==> config.mk <==
export PLATFORM = sky130hd
export DESIGN_NAME = fax_rx_training_sequencer_top
export DESIGN_NICKNAME = d
export VERILOG_FILES = /design/src/hdl/frs_pkg.sv /design/src/hdl/frs_cfg.sv /design/src/hdl/frs_step.sv /design/src/hdl/fax_rx_training_sequencer_top.sv
export SDC_FILE = /design/constraint.sdc
export NUM_CORES = 1
export LEC_CHECK = 0
export BUFFER_PORTS_ARGS = -buffer_cell sky130_fd_sc_hd__buf_2
export CAP_MARGIN = 20
export CORE_MARGIN = 2
export CORE_UTILIZATION = 50
export DETAILED_ROUTE_END_ITERATION = 10
export PLACE_DENSITY = 0.74
export SYNTH_ARGS = -nofsm -noshare
export SYNTH_HDL_FRONTEND = slang
export SYNTH_HIERARCHICAL = 1
export SYNTH_SLANG_ARGS = --single-unit
==> constraint.sdc <==
create_clock -name clk -period 3.91 [get_ports clk]
set_clock_uncertainty 0.15 [all_clocks]
set_input_delay 0.391 -clock clk [delete_from_list [all_inputs] [get_ports clk]]
set_output_delay 0.391 -clock clk [all_outputs]
set_load 0.02 [all_outputs]
==> src/hdl/frs_pkg.sv <==
// Package: types, codes and sizes of the fax receive training sequencer.
`timescale 1ns / 1ps

package frs_pkg;

  localparam int UNIT_BITS   = 10;
  localparam int BUDGET_BITS = 16;

  localparam int UNITS_W  = 10;
  localparam int CFG_W    = 16;
  localparam int CFG_IDX_W = 2;

  typedef enum logic [2:0] {
    PH_START = 3'd0,
    PH_EPOCH = 3'd1,
    PH_PROTO = 3'd2,
    PH_DATA  = 3'd3,
    PH_IDLE  = 3'd4,
    PH_ERROR = 3'd5
  } phase_t;

  typedef logic [2:0] status_t;
  localparam status_t ST_START = 3'd0;
  localparam status_t ST_TRAIN = 3'd1;
  localparam status_t ST_LOST  = 3'd2;
  localparam status_t ST_DATA  = 3'd3;
  localparam status_t ST_D9600 = 3'd4;
  localparam status_t ST_D7200 = 3'd5;
  localparam status_t ST_IDLE  = 3'd6;

  typedef enum logic [CFG_IDX_W-1:0] {
    REG_EPOCH_BUDGET    = 2'd0,
    REG_PROTOCOL_BUDGET = 2'd1,
    REG_SNR_THRESHOLD   = 2'd2,
    REG_MSE_RECOVERED   = 2'd3
  } cfg_idx_t;

  typedef struct packed {
    logic [14:0]        epoch_budget;
    logic [14:0]        protocol_budget;
    logic signed [15:0] snr_threshold;
    logic [14:0]        mse_recovered;
  } cfg_t;

  // bit 0 carrier up to bit 4 data
  typedef struct packed {
    logic data;
    logic idle;
    logic low_snr;
    logic error;
    logic carrier;
  } flags_t;

  typedef struct packed {
    phase_t                 phase;
    logic [BUDGET_BITS-1:0] budget;
    status_t                status;
    flags_t                 flags;
  } seq_state_t;

  typedef struct packed {
    logic               carrier_seen;
    logic               data_carrier_seen;
    logic               quality_lost;
    logic               epoch_seen;
    logic signed [15:0] snr_value;
    logic [14:0]        mse_value;
    logic               rate_is_7200;
    logic [UNITS_W-1:0] units_made;
    logic               idle_request;
  } item_t;

  typedef struct packed {
    logic [UNITS_W-1:0] units_out;
    status_t            status_code;
    flags_t             flags;
    logic               demod_on;
    logic               descramble_on;
    logic               agc_step;
    logic               agc_freeze;
    phase_t             state_now;
  } result_t;

endpackage

==> src/hdl/frs_cfg.sv <==
// Configuration register file of the sequencer.
`timescale 1ns / 1ps

module frs_cfg (
  input  logic                           clk,
  input  logic                           rst_n,
  input  logic                           cfg_we,
  input  logic [frs_pkg::CFG_IDX_W-1:0]  cfg_idx,
  input  logic [frs_pkg::CFG_W-1:0]      cfg_wdata,
  output frs_pkg::cfg_t                  cfg
);
  import frs_pkg::*;

  cfg_t cfg_r;
  cfg_t cfg_nxt;

  always_comb begin
    cfg_nxt = cfg_r;
    if (cfg_we) begin
      unique case (cfg_idx_t'(cfg_idx))
        REG_EPOCH_BUDGET:    cfg_nxt.epoch_budget    = cfg_wdata[14:0];
        REG_PROTOCOL_BUDGET: cfg_nxt.protocol_budget = cfg_wdata[14:0];
        REG_SNR_THRESHOLD:   cfg_nxt.snr_threshold   = $signed(cfg_wdata);
        REG_MSE_RECOVERED:   cfg_nxt.mse_recovered   = cfg_wdata[14:0];
        default:             cfg_nxt = cfg_r;
      endcase
    end
  end

  always_ff @(posedge clk) begin
    if (!rst_n) begin
      cfg_r.epoch_budget    <= 15'd64;
      cfg_r.protocol_budget <= 15'd64;
      cfg_r.snr_threshold   <= '0;
      cfg_r.mse_recovered   <= '0;
    end else begin
      cfg_r <= cfg_nxt;
    end
  end

  assign cfg = cfg_r;

endmodule

==> src/hdl/frs_step.sv <==
// Per-block decision logic: next sequencer state and the result beat.
`timescale 1ns / 1ps

module frs_step (
  input  frs_pkg::cfg_t       cfg,
  input  frs_pkg::seq_state_t st,
  input  frs_pkg::item_t      item,
  output frs_pkg::seq_state_t st_nxt,
  output frs_pkg::result_t    res
);
  import frs_pkg::*;

  seq_state_t             nx;
  logic [BUDGET_BITS-1:0] b_dec;
  logic                   alive;
  logic                   snr_low;
  status_t                rate_st;
  logic [UNITS_W-1:0]     made;
  logic [UNITS_W-1:0]     units;
  logic                   demod;
  logic                   descr;
  logic                   step;
  logic                   freeze;

  assign b_dec   = st.budget - 1'b1;
  assign alive   = (b_dec != '0) && !b_dec[BUDGET_BITS-1];
  assign snr_low = $signed(item.snr_value) <= $signed(cfg.snr_threshold);
  assign rate_st = item.rate_is_7200 ? ST_D7200 : ST_D9600;
  // reported units are limited to UNIT_BITS
  assign made    = UNITS_W'(UNIT_BITS'(item.units_made));

  always_comb begin
    nx     = st;
    units  = '0;
    demod  = 1'b1;
    descr  = 1'b0;
    step   = 1'b0;
    freeze = 1'b0;
    nx.flags.error = 1'b0;

    unique case (st.phase)
      PH_START: begin
        nx.flags.carrier = 1'b0;
        nx.status        = ST_START;
        if (item.carrier_seen) begin
          nx.flags.carrier = 1'b1;
          nx.budget        = BUDGET_BITS'(cfg.epoch_budget);
          nx.phase         = PH_EPOCH;
          nx.flags.idle    = 1'b0;
          nx.flags.data    = 1'b0;
        end
      end
      PH_EPOCH: begin
        if (!item.carrier_seen) begin
          nx.phase         = PH_ERROR;
          nx.flags.error   = 1'b1;
          nx.flags.carrier = 1'b0;
          nx.status        = ST_LOST;
        end else begin
          nx.flags.carrier = 1'b1;
          nx.status        = ST_TRAIN;
          nx.budget        = b_dec;
          // move on when the epoch is seen or the budget runs out
          if (!alive || item.epoch_seen) begin
            nx.budget     = BUDGET_BITS'(cfg.protocol_budget);
            nx.phase      = PH_PROTO;
            nx.flags.idle = 1'b0;
            nx.flags.data = 1'b0;
            step          = 1'b1;
          end
        end
      end
      PH_PROTO: begin
        descr = 1'b1;
        if (!item.carrier_seen) begin
          nx.phase         = PH_ERROR;
          nx.flags.error   = 1'b1;
          nx.flags.carrier = 1'b0;
          nx.status        = ST_LOST;
        end else begin
          nx.flags.carrier = 1'b1;
          nx.status        = ST_TRAIN;
          nx.budget        = b_dec;
          if (!alive) begin
            // handover to data
            nx.status = rate_st;
            if (snr_low) nx.flags.low_snr = 1'b1;
            freeze        = 1'b1;
            nx.budget     = '0;
            nx.phase      = PH_DATA;
            nx.flags.idle = 1'b0;
            nx.flags.data = 1'b1;
            units         = made;
          end
        end
      end
      PH_DATA: begin
        nx.status = ST_DATA;
        if (!item.data_carrier_seen) begin
          nx.flags.carrier = 1'b0;
          demod            = 1'b0;
        end else begin
          nx.flags.carrier = 1'b1;
          descr            = 1'b1;
          units            = item.quality_lost ? '0 : made;
          nx.flags.low_snr = snr_low;
        end
      end
      PH_IDLE: begin
        nx.status        = ST_IDLE;
        nx.flags.carrier = item.carrier_seen;
        if (item.carrier_seen && (item.mse_value <= cfg.mse_recovered)) begin
          nx.phase      = PH_DATA;
          nx.flags.idle = 1'b0;
          nx.flags.data = 1'b1;
          nx.status     = rate_st;
        end
      end
      default: begin
        // error trap, and the unused codes behave the same
        nx.phase       = PH_ERROR;
        nx.flags.error = 1'b1;
      end
    endcase

    if (item.idle_request && nx.phase == PH_DATA) begin
      nx.phase      = PH_IDLE;
      nx.budget     = '0;
      nx.flags.idle = 1'b1;
      nx.flags.data = 1'b0;
    end
  end

  assign st_nxt            = nx;
  assign res.units_out     = units;
  assign res.status_code   = nx.status;
  assign res.flags         = nx.flags;
  assign res.demod_on      = demod;
  assign res.descramble_on = descr;
  assign res.agc_step      = step;
  assign res.agc_freeze    = freeze;
  assign res.state_now     = nx.phase;

endmodule

==> src/hdl/fax_rx_training_sequencer_top.sv <==
// Top level of the fax receive training sequencer.
`timescale 1ns / 1ps

// Fax receive training sequencer: one input beat per demodulated block, one
// result beat per input beat. Throughput is one block per clock unless
// out_stall is raised; each block passes an input register and a result
// register with the whole per-block decision (state walk, budget countdown,
// flag and strobe update) combinational between them. The sequencer state
// loads with the result register, so consecutive blocks follow without a
// gap. in_stall rises only while the input register holds a block and the
// result register is full and stalled. Configuration is written through
// cfg_we/cfg_idx/cfg_wdata and takes effect from the next block; write
// only while no block is in flight. There is no clearing pass after reset.
module fax_rx_training_sequencer_top (
  input  logic               clk,
  input  logic               rst_n,
  input  logic               cfg_we,
  input  logic [1:0]         cfg_idx,
  input  logic [15:0]        cfg_wdata,
  input  logic               in_valid,
  output logic               in_stall,
  input  logic               in_carrier_seen,
  input  logic               in_data_carrier_seen,
  input  logic               in_quality_lost,
  input  logic               in_epoch_seen,
  input  logic signed [15:0] in_snr_value,
  input  logic [14:0]        in_mse_value,
  input  logic               in_rate_is_7200,
  input  logic [9:0]         in_units_made,
  input  logic               in_idle_request,
  output logic               out_valid,
  input  logic               out_stall,
  output logic [9:0]         out_units_out,
  output logic [2:0]         out_status_code,
  output logic               out_carrier_flag,
  output logic               out_error_flag,
  output logic               out_low_snr_flag,
  output logic               out_idle_flag,
  output logic               out_data_flag,
  output logic               out_demod_on,
  output logic               out_descramble_on,
  output logic               out_agc_step,
  output logic               out_agc_freeze,
  output logic [2:0]         out_state_now
);
  import frs_pkg::*;

  cfg_t       cfg;
  item_t      item_r;
  logic       s1_vld_r;
  logic       s1_vld_nxt;
  seq_state_t st_r;
  seq_state_t st_nxt;
  result_t    res;
  result_t    res_r;
  logic       out_vld_r;
  logic       out_vld_nxt;
  logic       out_load;
  logic       in_take;

  frs_cfg u_cfg (
    .clk       (clk),
    .rst_n     (rst_n),
    .cfg_we    (cfg_we),
    .cfg_idx   (cfg_idx),
    .cfg_wdata (cfg_wdata),
    .cfg       (cfg)
  );

  frs_step u_step (
    .cfg    (cfg),
    .st     (st_r),
    .item   (item_r),
    .st_nxt (st_nxt),
    .res    (res)
  );

  // result register can take a beat when empty or being drained
  assign out_load    = s1_vld_r && (!out_vld_r || !out_stall);
  assign in_stall    = s1_vld_r && !out_load;
  assign in_take     = in_valid && !in_stall;
  assign s1_vld_nxt  = in_take || (s1_vld_r && !out_load);
  assign out_vld_nxt = out_load || (out_vld_r && out_stall);

  always_ff @(posedge clk) begin
    if (!rst_n) begin
      s1_vld_r  <= 1'b0;
      out_vld_r <= 1'b0;
      st_r      <= '{phase: PH_START, budget: '0, status: ST_START, flags: '0};
    end else begin
      s1_vld_r  <= s1_vld_nxt;
      out_vld_r <= out_vld_nxt;
      if (out_load) st_r <= st_nxt;
    end
  end

  always_ff @(posedge clk) begin
    if (in_take) begin
      item_r.carrier_seen      <= in_carrier_seen;
      item_r.data_carrier_seen <= in_data_carrier_seen;
      item_r.quality_lost      <= in_quality_lost;
      item_r.epoch_seen        <= in_epoch_seen;
      item_r.snr_value         <= in_snr_value;
      item_r.mse_value         <= in_mse_value;
      item_r.rate_is_7200      <= in_rate_is_7200;
      item_r.units_made        <= in_units_made;
      item_r.idle_request      <= in_idle_request;
    end
    if (out_load) res_r <= res;
  end

  assign out_valid         = out_vld_r;
  assign out_units_out     = res_r.units_out;
  assign out_status_code   = res_r.status_code;
  assign out_carrier_flag  = res_r.flags.carrier;
  assign out_error_flag    = res_r.flags.error;
  assign out_low_snr_flag  = res_r.flags.low_snr;
  assign out_idle_flag     = res_r.flags.idle;
  assign out_data_flag     = res_r.flags.data;
  assign out_demod_on      = res_r.demod_on;
  assign out_descramble_on = res_r.descramble_on;
  assign out_agc_step      = res_r.agc_step;
  assign out_agc_freeze    = res_r.agc_freeze;
  assign out_state_now     = res_r.state_now;

endmodule

==> results.cfg, run 1 <==
[job]
cap_violations = 0

[floorplanning]
ioPinCount = 97
coreArea_sq_um = 16500
rows = 47
start_util = 0.511
die_height_um = 134
dieArea_sq_um = 17900
die_x_um = 134

[clock_network]
cts_tree = built
numCtsBuffers = 17
post_cts_resized = 0
numClockSinks = 161
cts.htree.levels = 4
cts_root_buf = clkbuf_16
worstSkewPairLatency_ns = 0.44
clk_pin_slew_ns = 0.07
clockBufferDepth = 2

[min_path]
hold_path_class = input port to flip-flop
worstHoldStart = in_valid

[critical_path]
crit_slowest_cell = dfxtp_1
cp_max_fo = 19
crit_chain = inv_1 -> ha_1 -> xnor2_1 -> nand2_1 -> nor4b_1 -> o2111ai_1 -> o21a_2 -> a21oi_1 -> o21a_1 -> buf_4 -> a21o_1 -> nand2_1 -> mux2i_1
max_stage_delay_ns = 0.49
reg2reg_from = st_r[8]
start_kind = flip-flop
cpMostUsedCell = nand2_1
arrival_ns = 3.73
setup.worst_path.end_class = flip-flop
startpoint = st_r[8]
path_class = flip-flop to flip-flop
crit_required_ns = 4.12

[pwr]
irDropWorstVdd_mv = 0.376
p_leak_uw = 0.00411
p_per_area_nw_per_um2 = 400

[global_route]
grt_max_degree = 75
grt_usage = 0.247
grt_pass1_vias = 6574
grt_pass1_wl_um = 34200
antenna_found_initial = 0
overflow = 0

[timing]
post-route-period-util = 0.900
fmax_mhz = 284
tightest_slew_ns = 1.08
post-route-min-period_ns = 3.52
tns_ns = 0
relSlewSlack = 0.278
final-setup-viol-count = 0
slew_viol_final = 0
rsz0062_at_grt = false
hold_viol = 0

[cells_and_area]
final_nets = 1076
final_cell_area_sq_um = 9990
num_antenna_cells = 0
area_growth_pct = 18.3
final_cell_mix = nand2_1 (159), buf_2 (95), dfxtp_1 (89), mux2i_1 (88), edfxtp_1 (72)
fin_cells = 1206
final_common_cell = nand2_1
nFillCells = 1322
drive_above_1_share = 0.185

[drt]
wl_per_cell_um = 17.8
drt_wl_total_um = 21400
drtAntennaViolNets = 0
route.detailed.drc = 0
dr.pass1.iters = 5
post_drt_via_cell_ratio = 5.53
drt-initial-drc-count = 513
vias = 6672

[place]
io_buffer_count = 96
gp_congestion = 0.980
dp_hpwl_um = 14000
placed_cells = 1126
placed_area_sq_um = 8960

[synthesis]
synth.cell_area_sq_um = 8440
synth_nets = 954
synth_area_per_cell_sq_um = 9.92
syn-instance-count = 851
ys_warn_count = 6

[outcome]
status = finished clean
[path summary, 6_finish.rpt]
path	cells after the start	to	slack, ns
max	13	st_r[3]	0.39
min	2	s1_vld_r	0.05
max reg2reg	13	st_r[3]	0.39
min reg2reg	2	st_r[3]	0.31
[critical path: cells and delay by family, from the launching register on]
family	cells	cell delay, ns
DFF	1	0.49
AOI/OAI and AO/OA	5	1.19
muxes	1	0.14
adders and majority gates	1	0.34
xor gates and xnor gates	1	0.28
buffers and inverters	2	0.39
and+or+nand+nor	3	0.47
[routing by layer]
| metal | vias up | track usage | part of all wire |
|---|---|---|---|
| met2 | 255 | 0.407 | 0.48 |
| met3 | 53 | 0.0514 | 0.061 |
| met4 | 0 | 0.108 | 0.034 |
| met5 | - | 0 | 0 |
| met1 | 3121 | 0.314 | 0.42 |
| li1 | 3243 | - | - |
[report_power, final]
group	total [uW]	switching, uW	internal, uW
registers	1870	39.7	1830
clock network	1580	745	830
logic	548	320	229
[layout make-up]
cell class / instances / area, sq um / area share
Clock buffer: 17 / 425 / 0.0426
Clock inverter: 15 / 126 / 0.0127
Inverter: 43 / 161 / 0.0162
Multi-Input combinational cell: 579 / 3890 / 0.390
Sequential cell: 161 / 3940 / 0.395
Tap cell: 220 / 275 / 0.0276
Timing Repair Buffer: 171 / 1160 / 0.116
[metrics by stage]
step | total power (uW) | setup slack (ns) | utilization | hold WS, ns
detailed placement | 2400 | 0.383 | 0.542 | 0.302
global route | 4140 | 0.0839 | 0.604 | 0.0393
global placement | 2400 | 0.468 | 0.542 | 0.294
CTS | 3990 | 0.354 | 0.603 | 0.0332
floorplan | 2260 | 0.510 | - | 0.281
finish | 3990 | 0.391 | 0.604 | 0.0452
[registers in the layout (all words and copies together), names as in the netlist]
name               flops
u_cfg/cfg             61
item_r                47
st_r                  26
out_units_out         10
out_state_now          3
out_status_code        3
out_agc_freeze         1
out_agc_step           1
out_carrier_flag       1
out_data_flag          1
out_demod_on           1
out_descramble_on      1
out_error_flag         1
out_idle_flag          1
out_low_snr_flag       1
out_valid              1
s1_vld_r               1
[repair_timing]
| action | CTS | global route |
|---|---|---|
| endpoints found under the hold margin | 46 | 0 |
| endpoints found under the setup margin | 0 | 9 |
| hold buffers | 46 | 0 |
| setup buffers | 0 | 2 |
(Power assumes the default switching activity.)
==> run 2, diff against run 1 <==
--- a/config.mk
+++ b/config.mk
@@ -5,6 +5,7 @@
 export SDC_FILE = /design/constraint.sdc
 export NUM_CORES = 1
 export LEC_CHECK = 0
+export ABC_AREA = 0
 export BUFFER_PORTS_ARGS = -buffer_cell sky130_fd_sc_hd__buf_2
 export CAP_MARGIN = 20
 export CORE_MARGIN = 2
==> constraint.sdc (replaced) <==
create_clock -name clk -period 3.66 [get_ports clk]
set_clock_uncertainty 0.15 [all_clocks]
set_input_delay 0.366 -clock clk [delete_from_list [all_inputs] [get_ports clk]]
set_output_delay 0.366 -clock clk [all_outputs]
set_load 0.02 [all_outputs]
==> run 2 against run 1 <==
Core utilization grew 0.47 points. Non-clock buffer count grew 2. Die area is the same. Maximum frequency grew 4.2%. Global-route usage grew 0.68 points. Combinational power grew 9.1%. Clock-buffer cell count grew 5. Largest power group unchanged.
==> results.cfg, run 2 (synthesized netlist as in run 1, its figures left out) <==
[cells_and_area]
nFillCells = 1324
drive_above_1_share = 0.186
final_common_cell = nand2_1
area_growth_pct = 19.2
multi_input_area_sq_um = 3900
register_area_sq_um = 3950
num_antenna_cells = 0
final_nets = 1078
final_cell_mix = nand2_1 (159), buf_2 (95), mux2i_1 (88), dfxtp_1 (88), edfxtp_1 (72)
largest_reg_flops = 61

[job]
cap_violations = 0

[clock_network]
clk_pin_slew_ns = 0.07
cts.htree.levels = 4
clockBufferDepth = 2
numCtsBuffers = 17
cts_tree = built
cts_root_buf = clkbuf_16
numClockSinks = 161
worstSkewPairLatency_ns = 0.43

[drt]
route.detailed.drc = 0
dr.pass1.iters = 5
post_drt_via_cell_ratio = 5.62
drt-initial-drc-count = 533
drtAntennaViolNets = 0
drt_wl_total_um = 22200
vias = 6785
wl_per_cell_um = 18.4

[floorplanning]
dieArea_sq_um = 17900
rows = 47
ioPinCount = 97
coreArea_sq_um = 16500
start_util = 0.511
die_x_um = 134
die_height_um = 134

[timing]
relSlewSlack = 0.246
rsz0062_at_grt = false
layout_setup_ws_ns = 0.284
tightest_slew_ns = 1.13
hold_viol = 0
final-setup-viol-count = 0
slew_viol_final = 0
fmax_mhz = 296
post-route-period-util = 0.922
tns_ns = 0
post-route-min-period_ns = 3.38

[place]
io_buffer_count = 96
pre_cts_ws_ns = 0.277
gp_congestion = 0.981
dp_hpwl_um = 14800

[global_route]
antenna_found_initial = 0
grt_pass1_vias = 6911
grt_max_degree = 74
overflow = 0
grt_usage = 0.253
grt_pass1_wl_um = 35500

[outcome]
status = finished clean

[critical_path]
setup.worst_path.end_class = flip-flop
arrival_ns = 3.51
path_class = flip-flop to flip-flop
cp_max_fo = 10
start_kind = flip-flop
crit_required_ns = 3.80

[pwr]
irDropWorstVdd_mv = 0.390
p_leak_uw = 0.00415
p_per_area_nw_per_um2 = 435

[min_path]
hold_path_class = input port to flip-flop
[run 2: layer usage]
metal | vias up | GRT usage | share of wire | wire length, um
met5 | - | 0 | 0 | 0
met4 | 0 | 0.100 | 0.029 | 636
met3 | 39 | 0.0503 | 0.064 | 1410
met2 | 275 | 0.420 | 0.49 | 10800
met1 | 3210 | 0.327 | 0.42 | 9360
li1 | 3261 | - | - | -
[run 2: path summary, 6_finish.rpt]
check | startpoint | endpoint | slack, ns | cells past startpoint
hold / removal | in_valid | s1_vld_r | 0.02 | 2
setup reg to reg | st_r[11] | out_units_out[1] | 0.28 | 8
hold reg to reg | st_r[3] | st_r[3] | 0.31 | 2
setup / recovery | st_r[11] | out_units_out[1] | 0.28 | 8
[run 2: area by class of cell]
cell class                 count  area share
sequential                   161       0.392
multi-input combinational    579       0.387
timing repair buffer         173       0.118
clock buffer                  22      0.0503
tap                          220      0.0273
inverter                      43      0.0160
clock inverter                10     0.00845
[run 2: what timing repair did]
| action | in CTS | in global routing |
|---|---|---|
| hold endpoints to repair | 47 | 0 |
| buffers inserted | 0 | 0 |
| gates resized for setup | 0 | 2 |
| hold buffers | 47 | 0 |
| endpoints found under the setup margin | 0 | 19 |
[run 2: through the flow]
stage	area, sq um	hold WS (ns)	total power (uW)	utilization	instances
floorplan	8440	0.281	2410	-	851
global placement	8990	0.293	2570	0.544	1129
global route	10100	0.0314	4530	0.609	1208
detailed placement	8990	0.300	2570	0.544	1129
CTS	10100	0.0110	4370	0.609	1208
finish	10100	0.0212	4380	0.609	1208
[run 2: worst max-delay path, stage by stage (launching register included)]
cell	delay, ns
dfxtp_1	0.40
or4_1	0.63
nor4_2	0.37
xnor2_1	0.25
o211ai_1	0.23
o21ai_1	0.46
nand2_1	0.24
o21a_1	0.31
nor2b_1	0.19
[run 2: power breakdown]
| part | switching (uW) | internal [uW] |
|---|---|---|
| combinational | 350 | 248 |
| clock | 776 | 1000 |
| sequential | 43.2 | 1950 |
| total | 1170 | 3210 |
==> run 3, diff against run 2 <==
==> constraint.sdc (replaced) <==
create_clock -name clk -period 4.2 [get_ports clk]
set_clock_uncertainty 0.15 [all_clocks]
set_input_delay 0.42 -clock clk [delete_from_list [all_inputs] [get_ports clk]]
set_output_delay 0.42 -clock clk [all_outputs]
set_load 0.02 [all_outputs]
==> run 3 against run 2 <==
Core utilization down 2.7 points. Clock power is 18% lower. Register-to-register slack gained 0.39 ns. Final cell count decreased by 3.6%. Sequential power is 13% lower.
==> results.cfg, run 3 (synthesized netlist as in run 1, its figures left out) <==
[floorplanning]
die_height_um = 134
coreArea_sq_um = 16500
rows = 47
ioPinCount = 97
start_util = 0.511
dieArea_sq_um = 17900
die_x_um = 134

[timing]
hold_viol = 0
layout_setup_ws_ns = 0.671
final-setup-viol-count = 0
post-route-min-period_ns = 3.53
tns_ns = 0
tightest_slew_ns = 1.10
fmax_mhz = 283
rsz0062_at_grt = false
post-route-period-util = 0.840
slew_viol_final = 0
relSlewSlack = 0.266

[place]
gp_congestion = 0.968
io_buffer_count = 96
pre_cts_ws_ns = 0.788
placed_cells = 1122
dp_hpwl_um = 14400

[clock_network]
post_cts_resized = 0
numClockSinks = 161
cts.htree.levels = 4
clk_pin_slew_ns = 0.06
cts_tree = built
cts_root_buf = clkbuf_16
clockBufferDepth = 2
cts_hold_buffers = 4
numCtsBuffers = 17
worstSkewPairLatency_ns = 0.43
postCtsSetupBuffers = 0

[cells_and_area]
final_cell_mix = nand2_1 (159), buf_2 (95), dfxtp_1 (89), mux2i_1 (88), edfxtp_1 (72)
area_growth_pct = 13.8
fin_cells = 1165
largest_reg_flops = 61
final_nets = 1036
final_common_cell = nand2_1
num_antenna_cells = 0
drive_above_1_share = 0.185

[job]
cap_violations = 0

[pwr]
power_frac_seq = 0.472
switching_power_uw = 983
netSwitchingFraction = 0.267
pwr-share-clk = 0.396
p_comb_frac = 0.131
irDropWorstVdd_mv = 0.410
p_int_uw = 2690
p_leak_uw = 0.00396
p_per_area_nw_per_um2 = 383

[global_route]
antenna_found_initial = 0
grt_pass1_vias = 6291
grt_usage = 0.235
overflow = 0
grt_pass1_wl_um = 32800
grt_max_degree = 78

[drt]
wl_per_cell_um = 17.7
vias = 6488
drtAntennaViolNets = 0
dr.pass1.iters = 5
post_drt_via_cell_ratio = 5.57
route.detailed.drc = 0
drt-initial-drc-count = 618
drt_wl_total_um = 20600

[critical_path]
start_kind = flip-flop
arrival_ns = 3.65
cp_max_fo = 11
crit_required_ns = 4.32
path_class = flip-flop to flip-flop
setup.worst_path.end_class = flip-flop

[outcome]
status = finished clean

[min_path]
hold_path_class = input port to flip-flop
run 3: power by group through the flow:
stage / Clock, uW / Sequential [uW] / Combinational, uW
after floorplan: 0 / 1770 / 329
after global placement: 0 / 1770 / 461
final: 1460 / 1740 / 483
after detailed placement: 0 / 1770 / 463
after global routing: 1550 / 1740 / 527
after CTS: 1480 / 1740 / 472
run 3: metrics by stage:
step           hold WS [ns]  area, sq um  power (uW)  utilization
6_report             0.0144         9610        3680        0.582
5_1_grt            0.000979         9610        3820        0.582
4_1_cts            0.000385         9530        3690        0.577
3_5_place_dp          0.303         8940        2230        0.541
3_3_place_gp          0.295         8940        2230        0.541
2_1_floorplan         0.281         8440        2100            -
run 3: routing by layer:
metal | share of wire | GRT usage | wire length, um | up-vias
met2 | 0.48 | 0.392 | 9860 | 215
met5 | 0 | 0 | 0 | -
met3 | 0.062 | 0.0499 | 1290 | 30
met1 | 0.44 | 0.308 | 9040 | 3065
li1 | - | - | - | 3178
met4 | 0.019 | 0.0715 | 384 | 0
run 3: cell type report:
| class | count | area, sq um |
|---|---|---|
| clock inverters | 13 | 98.8 |
| well taps | 220 | 275 |
| inverters | 43 | 161 |
| repair buffers | 131 | 788 |
| flip-flops and latches | 161 | 3940 |
| clock buffers | 18 | 450 |
| fillers | 1354 | 6910 |
| multi-input cells | 579 | 3890 |
run 3: worst max-delay path, cell delays in order, from the launching register on:
cell	delay (ns)
dfxtp_1	0.52
inv_1	0.10
ha_1	0.36
xnor2_1	0.27
nand2_1	0.10
nor4b_1	0.27
o2111ai_1	0.20
buf_4	0.20
o21ai_1	0.45
nand2_1	0.25
o21a_1	0.29
nor2b_1	0.20
run 3: path summary, 6_finish.rpt:
check                                 startpoint          endpoint  slack [ns]  cells past startpoint
worst max-delay path                     st_r[8]  out_units_out[6]        0.67                     11
worst max register to register           st_r[8]  out_units_out[6]        0.67                     11
worst min-delay path            in_units_made[9]        item_r[10]        0.01                      1
worst min register to register      u_cfg/cfg[1]      u_cfg/cfg[1]        0.31                      2
